## config.mk

```make
export PLATFORM = sky130hd
export DESIGN_NAME = ttl_cache_directory_single_flight
export DESIGN_NICKNAME = d
export VERILOG_FILES = /design/src/rtl/core/ttlcd_pkg.sv /design/src/rtl/core/ttlcd_cell.sv /design/src/rtl/core/ttl_cache_directory_single_flight.sv
export SDC_FILE = /design/constraint.sdc
export NUM_CORES = 2
export LEC_CHECK = 0
export ABC_AREA = 1
export ABC_CLOCK_PERIOD_IN_PS = 112700
export BUFFER_PORTS_ARGS = -buffer_cell sky130_fd_sc_hd__buf_2
export CORE_MARGIN = 3
export CORE_UTILIZATION = 40
export CTS_CLUSTER_SIZE = 8
export DETAILED_ROUTE_END_ITERATION = 10
export PLACE_DENSITY = 0.65
export SLEW_MARGIN = 30
export SYNTH_ARGS = -nofsm -noshare
export SYNTH_HDL_FRONTEND = slang
export SYNTH_SLANG_ARGS = --single-unit
```

## constraint.sdc

```tcl
create_clock -name clk -period 112.7 [get_ports clk]
set_clock_uncertainty 0.15 [all_clocks]
set_input_delay 16.905 -clock clk [delete_from_list [all_inputs] [get_ports clk]]
set_output_delay 16.905 -clock clk [all_outputs]
set_load 0.05 [all_outputs]
```

## src/rtl/core/ttlcd_pkg.sv

```systemverilog
// ----------------------------------------------------------------------------
// ttlcd_pkg
// Shared types and constants of the TTL cache directory.
// ----------------------------------------------------------------------------
`default_nettype none

package ttlcd_pkg;

    localparam int DEPTH_DEF    = 16;
    localparam int KEY_BITS_DEF = 64;
    localparam int TIME_W       = 48;
    localparam int TTL_W        = 32;
    localparam int MAXE_W       = 5;
    localparam int RES_CNT_W    = 5;
    localparam int CFG_IDX_W    = 1;
    localparam int CFG_DATA_W   = 32;
    localparam int M_TDATA_W    = 16;

    localparam logic [TTL_W-1:0]  TTL_RESET  = 32'd1000000;
    localparam logic [MAXE_W-1:0] MAXE_RESET = 5'd16;

    localparam logic [CFG_IDX_W-1:0] REG_TTL         = 1'b0;
    localparam logic [CFG_IDX_W-1:0] REG_TRIM_TARGET = 1'b1;

    localparam logic FUNC_LOOKUP   = 1'b0;
    localparam logic FUNC_COMPLETE = 1'b1;

    typedef enum logic [2:0] {
        OUT_FRESH_HIT    = 3'd0,
        OUT_INFLIGHT_HIT = 3'd1,
        OUT_FETCH        = 3'd2,
        OUT_STORED       = 3'd3,
        OUT_ERASED       = 3'd4,
        OUT_FULL         = 3'd5,
        OUT_NO_ENTRY     = 3'd6
    } outcome_t;

    typedef enum logic [2:0] {
        ST_IDLE,
        ST_MATCH,
        ST_TRIM,
        ST_ERASE,
        ST_PLACE,
        ST_DONE
    } state_t;

    typedef struct packed {
        logic              valid;
        logic              in_flight;
        logic [TIME_W-1:0] expiry;
    } slot_meta_t;

endpackage

`default_nettype wire

```

## src/rtl/core/ttlcd_cell.sv

```systemverilog
// ----------------------------------------------------------------------------
// ttlcd_cell
// One directory slot of the rotating ring; hands its entry on when shifting.
// ----------------------------------------------------------------------------
`default_nettype none

module ttlcd_cell #(
    parameter int KEY_BITS = ttlcd_pkg::KEY_BITS_DEF
) (
    input  wire                        clk,
    input  wire                        rst_n,
    input  wire                        shift,
    input  wire ttlcd_pkg::slot_meta_t meta_in,
    input  wire  [KEY_BITS-1:0]        key_in,
    output ttlcd_pkg::slot_meta_t      meta_out,
    output logic [KEY_BITS-1:0]        key_out
);

    logic                           valid_reg;
    logic                           in_flight_reg;
    logic [ttlcd_pkg::TIME_W-1:0]   expiry_reg;
    logic [KEY_BITS-1:0]            key_reg;

    always_ff @(posedge clk or negedge rst_n)
    begin
        if (!rst_n)
        begin
            valid_reg     <= 1'b0;
            in_flight_reg <= 1'b0;
        end
        else if (shift)
        begin
            valid_reg     <= meta_in.valid;
            in_flight_reg <= meta_in.in_flight;
        end
    end

    always_ff @(posedge clk)
    begin
        if (shift)
        begin
            expiry_reg <= meta_in.expiry;
            key_reg    <= key_in;
        end
    end

    always_comb
    begin
        meta_out.valid     = valid_reg;
        meta_out.in_flight = in_flight_reg;
        meta_out.expiry    = expiry_reg;
    end

    assign key_out = key_reg;

endmodule

`default_nettype wire

```

## src/rtl/core/ttl_cache_directory_single_flight.sv

```systemverilog
// ----------------------------------------------------------------------------
// ttl_cache_directory_single_flight
// TTL cache directory with single-flight fetches over a ring of slot cells.
// ----------------------------------------------------------------------------
// Usage:
//   s_axis: one transaction per item. tuser = func (0 lookup, 1 completion).
//   tdata = key, now, fetch_ok from the low bit up. s_axis_tready is high
//   only while the block is idle; one item is worked on at a time.
//   m_axis: one result per item: outcome, evicted_count, occupancy.
//   cfg: write transaction, index 0 = ttl, index 1 = trim target; always ready.
// Timing: the slots form a ring that rotates by one cell a cycle while a
//   pass runs; every pass over the store ends with the ring realigned.
//   Hit or completion without entry: 1 pass. Failed completion: 2 passes.
//   Successful completion: 2 + E passes, lookup miss: 3 + E passes, where E
//   is the number of earliest-expiry evictions. The result becomes valid in
//   the same cycle as the block is ready again.
// Reset: all slots empty, ttl 1000000, trim target 16; no clearing pass.
// Stall: the result waits in the output register; the next item can still
//   be taken, and its result waits in the final state until the register is free.
// ----------------------------------------------------------------------------
`default_nettype none

module ttl_cache_directory_single_flight #(
    parameter int DEPTH    = ttlcd_pkg::DEPTH_DEF,
    parameter int KEY_BITS = ttlcd_pkg::KEY_BITS_DEF
) (
    input  wire                                  clk,
    input  wire                                  rst_n,
    input  wire                                  s_axis_tvalid,
    output logic                                 s_axis_tready,
    // key, now, fetch_ok, zero pad
    input  wire  [((KEY_BITS+ttlcd_pkg::TIME_W+1+7)/8)*8-1:0] s_axis_tdata,
    // func
    input  wire                                  s_axis_tuser,
    output logic                                 m_axis_tvalid,
    input  wire                                  m_axis_tready,
    // outcome, evicted_count, occupancy, zero pad
    output logic [ttlcd_pkg::M_TDATA_W-1:0]      m_axis_tdata,
    input  wire                                  cfg_valid,
    output logic                                 cfg_ready,
    input  wire  [ttlcd_pkg::CFG_IDX_W-1:0]      cfg_index,
    input  wire  [ttlcd_pkg::CFG_DATA_W-1:0]     cfg_data
);

    localparam int TW     = ttlcd_pkg::TIME_W;
    localparam int IDX_W  = $clog2(DEPTH);
    localparam int CLOG_C = $clog2(DEPTH + 1);
    localparam int CNT_W  = (CLOG_C > ttlcd_pkg::MAXE_W) ? CLOG_C : ttlcd_pkg::MAXE_W;
    localparam int RW     = ttlcd_pkg::RES_CNT_W;
    localparam int S_W    = ((KEY_BITS + TW + 1 + 7) / 8) * 8;
    localparam int PAD_W  = S_W - (KEY_BITS + TW + 1);
    localparam logic [IDX_W-1:0] LAST_IDX = IDX_W'(DEPTH - 1);
    localparam logic [CNT_W-1:0] DEPTH_C  = CNT_W'(DEPTH);

    // configuration
    logic [ttlcd_pkg::TTL_W-1:0]  ttl_reg;
    logic [ttlcd_pkg::MAXE_W-1:0] maxe_reg;

    assign cfg_ready = 1'b1;

    always_ff @(posedge clk or negedge rst_n)
    begin
        if (!rst_n)
        begin
            ttl_reg  <= ttlcd_pkg::TTL_RESET;
            maxe_reg <= ttlcd_pkg::MAXE_RESET;
        end
        else if (cfg_valid)
        begin
            case (cfg_index)
                ttlcd_pkg::REG_TTL:         ttl_reg  <= cfg_data;
                ttlcd_pkg::REG_TRIM_TARGET: maxe_reg <= cfg_data[ttlcd_pkg::MAXE_W-1:0];
                default:                    ;
            endcase
        end
    end

    // ring of slot cells, cell 0 is the head
    ttlcd_pkg::slot_meta_t  meta_q [DEPTH];
    logic [KEY_BITS-1:0]    key_q  [DEPTH];
    ttlcd_pkg::slot_meta_t  wb_meta;
    logic [KEY_BITS-1:0]    wb_key;
    logic                   shift;

    genvar gi;
    generate
        for (gi = 0; gi < DEPTH; gi++)
        begin : g_cell
            if (gi == DEPTH - 1)
            begin : g_tail
                ttlcd_cell #(.KEY_BITS(KEY_BITS)) u_cell (
                    .clk      (clk),
                    .rst_n    (rst_n),
                    .shift    (shift),
                    .meta_in  (wb_meta),
                    .key_in   (wb_key),
                    .meta_out (meta_q[gi]),
                    .key_out  (key_q[gi])
                );
            end
            else
            begin : g_body
                ttlcd_cell #(.KEY_BITS(KEY_BITS)) u_cell (
                    .clk      (clk),
                    .rst_n    (rst_n),
                    .shift    (shift),
                    .meta_in  (meta_q[gi+1]),
                    .key_in   (key_q[gi+1]),
                    .meta_out (meta_q[gi]),
                    .key_out  (key_q[gi])
                );
            end
        end
    endgenerate

    // control and request registers
    ttlcd_pkg::state_t    state_reg, state_next;
    logic [IDX_W-1:0]     phase_reg, phase_next;
    logic                 func_reg, func_next;
    logic                 ok_reg, ok_next;
    logic [KEY_BITS-1:0]  rkey_reg, rkey_next;
    logic [TW-1:0]        now_reg, now_next;
    logic [TW-1:0]        exp_new_reg, exp_new_next;
    logic [CNT_W-1:0]     target_reg, target_next;
    logic                 mfound_reg, mfound_next;
    logic [IDX_W-1:0]     midx_reg, midx_next;
    logic                 mflight_reg, mflight_next;
    logic [TW-1:0]        mexp_reg, mexp_next;
    logic [CNT_W-1:0]     cnt_reg, cnt_next;
    logic [CNT_W-1:0]     removed_reg, removed_next;
    logic                 pend_reg, pend_next;
    logic [IDX_W-1:0]     pidx_reg, pidx_next;
    logic                 cfound_reg, cfound_next;
    logic [IDX_W-1:0]     cidx_reg, cidx_next;
    logic [TW-1:0]        cexp_reg, cexp_next;
    logic                 placed_reg, placed_next;
    ttlcd_pkg::outcome_t  res_outcome_reg, res_outcome_next;
    logic [CNT_W-1:0]     res_occ_reg, res_occ_next;
    logic                 m_valid_reg, m_valid_next;
    ttlcd_pkg::outcome_t  out_outcome_reg, out_outcome_next;
    logic [RW-1:0]        out_evicted_reg, out_evicted_next;
    logic [RW-1:0]        out_occ_reg, out_occ_next;

    logic                 s_accept;
    logic                 last;
    logic                 at_match;
    logic                 at_pend;
    ttlcd_pkg::slot_meta_t eff;
    logic                 settled;
    logic                 expired;
    logic                 trim_clear;
    logic                 is_cand;
    logic [CNT_W-1:0]     limit;
    logic [TW:0]          exp_sum;

    assign s_axis_tready = (state_reg == ttlcd_pkg::ST_IDLE);
    assign s_accept      = s_axis_tvalid && s_axis_tready;
    assign shift         = (state_reg == ttlcd_pkg::ST_MATCH) ||
                           (state_reg == ttlcd_pkg::ST_TRIM)  ||
                           (state_reg == ttlcd_pkg::ST_ERASE) ||
                           (state_reg == ttlcd_pkg::ST_PLACE);
    assign last          = (phase_reg == LAST_IDX);
    assign at_match      = mfound_reg && (phase_reg == midx_reg);
    assign at_pend       = pend_reg && (phase_reg == pidx_reg);

    assign limit   = (CNT_W'(maxe_reg) > DEPTH_C) ? DEPTH_C : CNT_W'(maxe_reg);
    assign exp_sum = {1'b0, s_axis_tdata[KEY_BITS +: TW]} + (TW+1)'(ttl_reg);

    // head processing
    always_comb
    begin
        eff = meta_q[0];
        if ((state_reg == ttlcd_pkg::ST_TRIM) && func_reg && at_match)
        begin
            eff.in_flight = 1'b0;
            eff.expiry    = exp_new_reg;
        end
        settled    = eff.valid && !eff.in_flight;
        expired    = settled && (eff.expiry <= now_reg);
        trim_clear = expired || (settled && at_pend);
        is_cand    = settled && !trim_clear;

        wb_meta = eff;
        wb_key  = key_q[0];
        case (state_reg)
            ttlcd_pkg::ST_TRIM:
            begin
                if (trim_clear)
                begin
                    wb_meta.valid = 1'b0;
                end
            end
            ttlcd_pkg::ST_ERASE:
            begin
                if (at_match)
                begin
                    wb_meta.valid     = 1'b0;
                    wb_meta.in_flight = 1'b0;
                end
            end
            ttlcd_pkg::ST_PLACE:
            begin
                if (!meta_q[0].valid && !placed_reg)
                begin
                    wb_meta.valid     = 1'b1;
                    wb_meta.in_flight = 1'b1;
                    wb_meta.expiry    = '0;
                    wb_key            = rkey_reg;
                end
            end
            default: ;
        endcase
    end

    // per-pass bookkeeping
    always_comb
    begin
        phase_next   = phase_reg;
        func_next    = func_reg;
        ok_next      = ok_reg;
        rkey_next    = rkey_reg;
        now_next     = now_reg;
        exp_new_next = exp_new_reg;
        target_next  = target_reg;
        mfound_next  = mfound_reg;
        midx_next    = midx_reg;
        mflight_next = mflight_reg;
        mexp_next    = mexp_reg;
        cnt_next     = cnt_reg;
        removed_next = removed_reg;
        pend_next    = pend_reg;
        pidx_next    = pidx_reg;
        cfound_next  = cfound_reg;
        cidx_next    = cidx_reg;
        cexp_next    = cexp_reg;
        placed_next  = placed_reg;

        if (shift)
        begin
            phase_next = last ? '0 : phase_reg + 1'b1;
        end

        case (state_reg)
            ttlcd_pkg::ST_IDLE:
            begin
                if (s_accept)
                begin
                    func_next    = s_axis_tuser;
                    rkey_next    = s_axis_tdata[KEY_BITS-1:0];
                    now_next     = s_axis_tdata[KEY_BITS +: TW];
                    ok_next      = s_axis_tdata[KEY_BITS+TW];
                    exp_new_next = exp_sum[TW] ? {TW{1'b1}} : exp_sum[TW-1:0];
                    if (s_axis_tuser == ttlcd_pkg::FUNC_COMPLETE)
                    begin
                        target_next = limit;
                    end
                    else
                    begin
                        target_next = (limit != '0) ? limit - 1'b1 : '0;
                    end
                    phase_next   = '0;
                    mfound_next  = 1'b0;
                    cnt_next     = '0;
                    removed_next = '0;
                    pend_next    = 1'b0;
                    cfound_next  = 1'b0;
                    placed_next  = 1'b0;
                end
            end
            ttlcd_pkg::ST_MATCH:
            begin
                cnt_next = cnt_reg + CNT_W'(meta_q[0].valid);
                if (meta_q[0].valid && (key_q[0] == rkey_reg) && !mfound_reg)
                begin
                    mfound_next  = 1'b1;
                    midx_next    = phase_reg;
                    mflight_next = meta_q[0].in_flight;
                    mexp_next    = meta_q[0].expiry;
                end
                if (last)
                begin
                    cnt_next = cnt_reg + CNT_W'(meta_q[0].valid);
                    if (!(mfound_next && mflight_next) &&
                        !(mfound_next && (now_reg < mexp_next)) &&
                        (func_reg == ttlcd_pkg::FUNC_LOOKUP))
                    begin
                        cnt_next = '0;
                    end
                    else if ((func_reg == ttlcd_pkg::FUNC_COMPLETE) && ok_reg &&
                             mfound_next && mflight_next)
                    begin
                        cnt_next = '0;
                    end
                end
            end
            ttlcd_pkg::ST_TRIM:
            begin
                cnt_next     = cnt_reg + CNT_W'(wb_meta.valid);
                removed_next = removed_reg + CNT_W'(trim_clear);
                if (is_cand && (!cfound_reg || (eff.expiry < cexp_reg)))
                begin
                    cfound_next = 1'b1;
                    cidx_next   = phase_reg;
                    cexp_next   = eff.expiry;
                end
                if (last)
                begin
                    pend_next = 1'b0;
                    if ((cnt_next > target_reg) && cfound_next)
                    begin
                        pend_next   = 1'b1;
                        pidx_next   = cidx_next;
                        cnt_next    = '0;
                        cfound_next = 1'b0;
                    end
                end
            end
            ttlcd_pkg::ST_PLACE:
            begin
                if (!meta_q[0].valid && !placed_reg)
                begin
                    placed_next = 1'b1;
                end
            end
            default: ;
        endcase
    end

    // next state
    always_comb
    begin
        state_next = state_reg;
        case (state_reg)
            ttlcd_pkg::ST_IDLE:
            begin
                if (s_accept)
                begin
                    state_next = ttlcd_pkg::ST_MATCH;
                end
            end
            ttlcd_pkg::ST_MATCH:
            begin
                if (last)
                begin
                    if (func_reg == ttlcd_pkg::FUNC_LOOKUP)
                    begin
                        if (mfound_next && (mflight_next || (now_reg < mexp_next)))
                        begin
                            state_next = ttlcd_pkg::ST_DONE;
                        end
                        else
                        begin
                            state_next = ttlcd_pkg::ST_TRIM;
                        end
                    end
                    else if (!mfound_next || !mflight_next)
                    begin
                        state_next = ttlcd_pkg::ST_DONE;
                    end
                    else if (ok_reg)
                    begin
                        state_next = ttlcd_pkg::ST_TRIM;
                    end
                    else
                    begin
                        state_next = ttlcd_pkg::ST_ERASE;
                    end
                end
            end
            ttlcd_pkg::ST_TRIM:
            begin
                if (last && !pend_next)
                begin
                    state_next = (func_reg == ttlcd_pkg::FUNC_COMPLETE) ?
                                 ttlcd_pkg::ST_DONE : ttlcd_pkg::ST_PLACE;
                end
            end
            ttlcd_pkg::ST_ERASE,
            ttlcd_pkg::ST_PLACE:
            begin
                if (last)
                begin
                    state_next = ttlcd_pkg::ST_DONE;
                end
            end
            ttlcd_pkg::ST_DONE:
            begin
                if (!m_valid_reg || m_axis_tready)
                begin
                    state_next = ttlcd_pkg::ST_IDLE;
                end
            end
            default: state_next = ttlcd_pkg::ST_IDLE;
        endcase
    end

    // result and output register
    always_comb
    begin
        res_outcome_next = res_outcome_reg;
        res_occ_next     = res_occ_reg;
        m_valid_next     = m_valid_reg;
        out_outcome_next = out_outcome_reg;
        out_evicted_next = out_evicted_reg;
        out_occ_next     = out_occ_reg;

        if (m_valid_reg && m_axis_tready)
        begin
            m_valid_next = 1'b0;
        end

        case (state_reg)
            ttlcd_pkg::ST_MATCH:
            begin
                res_occ_next = cnt_next;
                if (func_reg == ttlcd_pkg::FUNC_LOOKUP)
                begin
                    res_outcome_next = mflight_next ? ttlcd_pkg::OUT_INFLIGHT_HIT
                                                    : ttlcd_pkg::OUT_FRESH_HIT;
                end
                else
                begin
                    res_outcome_next = ttlcd_pkg::OUT_NO_ENTRY;
                end
            end
            ttlcd_pkg::ST_TRIM:
            begin
                res_occ_next     = cnt_next;
                res_outcome_next = ttlcd_pkg::OUT_STORED;
            end
            ttlcd_pkg::ST_ERASE:
            begin
                res_occ_next     = cnt_reg - 1'b1;
                res_outcome_next = ttlcd_pkg::OUT_ERASED;
            end
            ttlcd_pkg::ST_PLACE:
            begin
                res_occ_next     = cnt_reg + CNT_W'(placed_next);
                res_outcome_next = placed_next ? ttlcd_pkg::OUT_FETCH
                                               : ttlcd_pkg::OUT_FULL;
            end
            ttlcd_pkg::ST_DONE:
            begin
                if (!m_valid_reg || m_axis_tready)
                begin
                    m_valid_next     = 1'b1;
                    out_outcome_next = res_outcome_reg;
                    out_evicted_next = removed_reg[RW-1:0];
                    out_occ_next     = res_occ_reg[RW-1:0];
                end
            end
            default: ;
        endcase
    end

    always_ff @(posedge clk or negedge rst_n)
    begin
        if (!rst_n)
        begin
            state_reg   <= ttlcd_pkg::ST_IDLE;
            phase_reg   <= '0;
            m_valid_reg <= 1'b0;
            mfound_reg  <= 1'b0;
            pend_reg    <= 1'b0;
            cfound_reg  <= 1'b0;
            placed_reg  <= 1'b0;
            cnt_reg     <= '0;
            removed_reg <= '0;
        end
        else
        begin
            state_reg   <= state_next;
            phase_reg   <= phase_next;
            m_valid_reg <= m_valid_next;
            mfound_reg  <= mfound_next;
            pend_reg    <= pend_next;
            cfound_reg  <= cfound_next;
            placed_reg  <= placed_next;
            cnt_reg     <= cnt_next;
            removed_reg <= removed_next;
        end
    end

    always_ff @(posedge clk)
    begin
        func_reg        <= func_next;
        ok_reg          <= ok_next;
        rkey_reg        <= rkey_next;
        now_reg         <= now_next;
        exp_new_reg     <= exp_new_next;
        target_reg      <= target_next;
        midx_reg        <= midx_next;
        mflight_reg     <= mflight_next;
        mexp_reg        <= mexp_next;
        pidx_reg        <= pidx_next;
        cidx_reg        <= cidx_next;
        cexp_reg        <= cexp_next;
        res_outcome_reg <= res_outcome_next;
        res_occ_reg     <= res_occ_next;
        out_outcome_reg <= out_outcome_next;
        out_evicted_reg <= out_evicted_next;
        out_occ_reg     <= out_occ_next;
    end

    assign m_axis_tvalid = m_valid_reg;
    assign m_axis_tdata  = {3'b000, out_occ_reg, out_evicted_reg, out_outcome_reg};

    // pad bits of the input are not used
    logic unused_pad;
    assign unused_pad = (PAD_W > 0) ? ^s_axis_tdata[S_W-1:S_W-PAD_W] : 1'b0;

    // ring is realigned whenever the block is idle
    a_ring_aligned: assert property (@(posedge clk) disable iff (!rst_n)
        (state_reg == ttlcd_pkg::ST_IDLE) |-> (phase_reg == '0))
        else $error("ring not aligned at idle");

    a_occ_bound: assert property (@(posedge clk) disable iff (!rst_n)
        m_valid_reg |-> (CNT_W'(out_occ_reg) <= DEPTH_C))
        else $error("occupancy beyond depth");

    a_evict_outcome: assert property (@(posedge clk) disable iff (!rst_n)
        (m_valid_reg && (out_evicted_reg != '0)) |->
        ((out_outcome_reg == ttlcd_pkg::OUT_FETCH) ||
         (out_outcome_reg == ttlcd_pkg::OUT_STORED) ||
         (out_outcome_reg == ttlcd_pkg::OUT_FULL)))
        else $error("removals reported on an outcome without trim");

    a_single_place: assert property (@(posedge clk) disable iff (!rst_n)
        ((state_reg == ttlcd_pkg::ST_PLACE) && placed_reg) |=> placed_reg)
        else $error("placement flag lost during pass");

endmodule

`default_nettype wire

```

Word level (Yosys, flattened, before mapping)
Index checks and enable logic that the tools add are counted.
{ "classes": {"add_sub_neg": 8, "n_lt_le_gt_ge": 6, "n_eq_ne": 14, "muxes": 68, "n_bitwise": 2, "n_reduce_logical": 60} }
{ "ops": {"columns": ["op", "n"], "rows": [
  ["2-to-1 mux 48 bit", 4],
  ["< comparator 48 bit", 3],
  ["2-to-1 mux 64 bit", 2],
  ["== test 64 bit", 1],
  ["2-to-1 mux 5 bit", 10],
  ["2-to-1 mux 50 bit", 1],
  ["adder 48 x 32 -> 49 bit", 1],
  ["2-to-1 mux 49 bit", 1],
  ["<= comparator 48 bit", 1],
  ["2-to-1 mux 3 bit", 10],
  ["case mux 5 bit (3 select lines)", 2],
  ["logical AND 1 bit", 24],
  ["2-to-1 mux 1 bit", 23],
  ["adder 5 x 1 -> 5 bit", 4],
  ["2-to-1 mux 4 bit", 5],
  ["case mux 3 bit (5 select lines)", 1],
  ["AND reduction 2 bit", 7],
  ["logical NOT 1 bit", 12],
  ["case mux 3 bit (4 select lines)", 1],
  ["case mux 1 bit (2 select lines)", 5],
  ["case mux 5 bit (2 select lines)", 1],
  ["subtractor 5 x 1 -> 5 bit, second input constant", 2],
  ["== test 4 bit", 2],
  ["logical OR 1 bit", 8],
  ["20 further kinds", 27]
]} }
{ "word_totals": {"ff_bits": 2180, "input_bits": 159, "out_inout_bits": 19, "word_cells": 250} }

Logic depth before layout (Yosys ltp)
{ "depth": {"depth_word": 21, "depth_mapped": 42, "mapped_depth_nobuf": 41} }

Modules after synthesis
From an unflattened synthesis, not the netlist that was laid out.
{ "unflattened": {"cells_unflattened": 4851, "area_unflattened_um2": 78596.6} }
{ "modules_own_cells": {"columns": ["module", "n_inst", "cells_per_inst", "area_each_um2", "seq_area_each_um2"], "rows": [
  ["ttlcd_cell", 16, 123, 3454.6, 3413.3],
  ["ttl_cache_directory_single_flight", 1, 2883, 23323.6, 9914.5]
]} }

Least setup slack after synthesis
OpenSTA, ideal clock, no wires.
{ "synth_timing": {"path_kind": "reg-to-reg", "from": "register state_reg[2]", "to": "register g_cell[0].g_body.u_cell.expiry_reg[0] (netlist name), enable pin", "setup_time_ps": 12210, "arrival_ps": 29741, "path_slack_ps": 70599, "stages_incl_launch_ff": 6, "period_less_slack_ps": 42101, "path_cell_list": "dfrtp_1 buf_2 inv_1 nor2_1 inv_1 nand2_1"} }
{ "synth_between": {"elab_chain_cells": 4} }
{ "synth_rtl": {"columns": ["item", "line_no", "text"], "rows": [
  ["start, declared", "ttl_cache_directory_single_flight.sv:117", "ttlcd_pkg::state_t state_reg, state_next;"],
  ["start signal, assigned", "ttl_cache_directory_single_flight.sv:460", "state_reg <= ttlcd_pkg::ST_IDLE;"],
  ["start signal, assigned", "ttl_cache_directory_single_flight.sv:472", "state_reg <= state_next;"],
  ["== test 3 x 1 -> 1 bit or == test 3 x 2 -> 1 bit (tied branches)", "ttl_cache_directory_single_flight.sv:158, ttl_cache_directory_single_flight.sv:159", null],
  ["logical OR 1 bit", "ttl_cache_directory_single_flight.sv:158", "assign shift = (state_reg == ttlcd_pkg::ST_MATCH) ||"],
  ["logical OR 1 bit", "ttl_cache_directory_single_flight.sv:159", "(state_reg == ttlcd_pkg::ST_TRIM) ||"],
  ["logical OR 1 bit (*)", "ttl_cache_directory_single_flight.sv:160", "(state_reg == ttlcd_pkg::ST_ERASE) ||"],
  ["end signal, assigned", "ttlcd_cell.sv:42", "expiry_reg <= meta_in.expiry;"],
  ["end, declared", "ttlcd_cell.sv:21", "logic [ttlcd_pkg::TIME_W-1:0] expiry_reg;"]
]} }
Mark *: on every way between the ends. The rest lies on a longest branch, timed or not.
A chain may end at the register's enable or synchronous reset.

Final worst setup path
{ "layout_timing": {"from": "input s_axis_tdata[67] (netlist name)", "to": "register exp_new_reg[29], data pin"} }
{ "layout_between": {"elab_chain_cells": 1} }
{ "layout_rtl": {"columns": ["item", "line_no", "text"], "rows": [
  ["start, declared", "ttl_cache_directory_single_flight.sv:32", "input wire [((KEY_BITS+ttlcd_pkg::TIME_W+1+7)/8)*8-1:0] s_axis_tdata,"],
  ["adder 48 x 32 -> 49 bit", "ttl_cache_directory_single_flight.sv:167", "assign exp_sum = {1'b0, s_axis_tdata[KEY_BITS +: TW]} + (TW+1)'(ttl_reg);"],
  ["end signal, assigned", "ttl_cache_directory_single_flight.sv:490", "exp_new_reg <= exp_new_next;"],
  ["end, declared", "ttl_cache_directory_single_flight.sv:123", "logic [TW-1:0] exp_new_reg, exp_new_next;"]
]} }
No other way between the ends.

==> qor.txt <==
postcts setup bufs -> 0
Most used DFF post-synth -> edfxtp_1
Seq/Total Area, Yosys -> 82.4%
final hold violation count -> 0
Starting Density -> 40.5%
average instance area after synthesis -> 16.2 µm²
asr flop ratio synth -> 4.17%
die area -> 201000 µm²
Area growth syn-to-layout -> 16.6%
CTS Hold Bufs -> 0
Fin Setup TNS -> 0 ns
Pleak -> 35.0 nW
first-pass GRT wire length -> 219000 µm
pin count of the biggest net entering global routing -> 209
Post-synth top cells -> edfxtp_1 (2040), nand2_1 (779), inv_1 (534), o21ai_0 (298), ha_1 (238)
register bit total from synthesis -> 2180
min Tclk post-route -> 19.89 ns
RR Startpoint -> state_reg[1]
fin crit share -> 17.7%
Hold Path Origin -> g_cell[8].g_body.u_cell.key_out[28]
worst vdd ir -> 23.1 µV
htree depth -> 5
Final GP Congestion -> 0.893
mux contribution to synthesized area -> 0.431%
most common cell in the netlist -> edfxtp_1
fill cell total of the finished layout -> 16.1k
Clock Tree Buf Depth -> 4
# IOs -> 178
worst rel slew slack -> 36.0%
cell area after synthesis -> 78300 µm²
share of post-route cells with drive strength above 1 -> 11.9%
FF-to-FF setup slack -> 103.93 ns
GRT Util Overall -> 14.1%
cells after synthesis -> 4824
Worst-Margin Slew -> 0.950 ns
Largest register FFs -> 960
Clock Sinks -> 2180
Post-Synth Adder-Cell Area -> 3.85%
Worst Path Class, Setup -> input pin to flip-flop
Yosys top cell by area -> edfxtp_1
Placeable Area -> 194000 µm²
initial antenna violation count -> 13
Setup crit end kind -> flip-flop
Reg clk slew, reported paths -> 0.05 ns
Total Power -> 2.91 mW
Die Y -> 449 µm
Netlist cell types -> 66
Worst-Skew Late Latency -> 0.90 ns
Initial DRC Count -> 3219
Setup crit start -> s_axis_tdata[67]
largest family of logic cells by synthesized area -> simple AND/OR/NAND/NOR gates
vias in the first global route -> 38.1k
RSZ-0062 raised after global routing -> false
placed insts -> 7565
total global routing overflow -> 0
Setup crit start kind -> input pin
Fin Hold WS -> 0.201 ns
total number of vias -> 37.9k
IO buf count -> 166
die width -> 449 µm
Final HPWL DP -> 93000 µm
pwr dens -> 31.9 nW/µm²
crit path max fanout -> 26
Final Non-Filler Cells -> 8005
Placement Rows -> 161
achievable frequency -> 50.3 MHz
worst endpoint data arrival time -> 20.30 ns
Total Nets Final -> 5685
Root Buffer -> clkbuf_16
Synth Area in Compound Gates -> 3.71%
simple-gate share of the synthesized area -> 6.15%
Setup Viol. Count Final -> 0
total wire length -> 144000 µm
Synth Warn # -> 0
post-synth top area share -> 78.2%
DR DRC count -> 0
Max-Cap Viols -> 0
Slew Viols, Final -> 0
vias per cell -> 4.74
total CTS buffers -> 324
post-cts gate resize count -> 0
Post-synth EDFFs -> 2040
largest cells by area after synthesis -> edfxtp_1 (78%), ha_1 (3.8%), nand2_1 (3.7%)
XOR/XNOR Fraction of Synth Area -> 0.492%
first drt pass iteration count -> 5
average wire per standard cell -> 18.0 µm
Hold WC Path Type -> flip-flop to flip-flop
status -> complete, no violations
CTS tree -> built
Routed Antenna Nets -> 0
Worst Path Required -> 113.10 ns
worst max-delay path, cell delays in order:
cell and delay (ns):
buf_2 0.13, ha_1 0.35, a21oi_1 0.15, o21ai_1 0.12, a31oi_1 0.30, o21ai_1 0.17, a31oi_2 0.23, o21ai_2 0.11
a21boi_2 0.29, o21ai_2 0.16, nand3_1 0.10, nand2_1 0.33, inv_2 0.64, nand3_1 0.27
final timing paths:
| check | endpoint | cells after the start |
|---|---|---|
| setup / recovery | exp_new_reg[29] | 14 |
| hold / removal | g_cell[7].g_body.u_cell.key_out[28] | 0 |
| setup reg to reg | state_reg[0] | 39 |
| hold reg to reg | g_cell[7].g_body.u_cell.key_out[28] | 0 |
| max in group asynchronous | g_cell[0].g_body.u_cell.in_flight_reg | 2 |
| min in group asynchronous | ttl_reg[5] | 1 |
cell families after synthesis:
| family | after synthesis |
|---|---|
| AND/OR/NAND/NOR | 1178 |
| other | 2 |
| flip-flops | 2180 |
| adder cells (fa/ha/maj) | 240 |
| multiplexers | 30 |
| XOR/XNOR | 44 |
| AO/OA/AOI/OAI | 530 |
| buffers and inverters | 620 |
layout make-up:
class	instances	area (µm²)	share of cell area [%]
tap	2608	3260	3.57
antenna	8	20.0	0.0219
inverter	552	2080	2.27
clock inverter	11	114	0.125
sequential	2180	64500	70.6
multi-input combinational	2026	11500	12.6
clock buffer	418	8620	9.43
timing repair buffer	202	1230	1.35
cells in the final DEF (no fill, tap or decap), drive strengths merged, types with 19 or more instances in the layout:
cell,instances
nand3,78
mux2,30
inv,552
dfrtp,83
xor2,25
nand2,781
or2,19
buf,202
o21ai,317
xnor2,19
nor2,210
edfxtp,2040
nand4,41
clkbuf,418
nor3,36
dfxtp,49
ha,238
a21oi,147
per-stage QoR:
stage	worst slack (ns)	utilization (%)	cell area (µm²)
2_1_floorplan	70.60	-	78400
3_3_place_gp	91.88	42.6	82500
3_5_place_dp	91.89	42.6	82500
4_1_cts	92.84	47.1	91200
5_1_grt	92.74	47.2	91400
6_report	92.81	47.2	91400
layer usage:
layer	track usage, %	share of wire (%)
met3	2.74	4.7
met4	7.50	4.6
met5	0	0
met1	19.6	45
met2	21.2	46
where the power goes:
group	total [mW]	internal, mW	leakage [nW]	switching [mW]
clock network	0.833	0.523	4.24	0.310
registers	1.63	1.50	21.3	0.128
logic	0.446	0.0863	9.52	0.360
total	2.91	2.11	35.0	0.798
(Power assumes the default switching activity.)
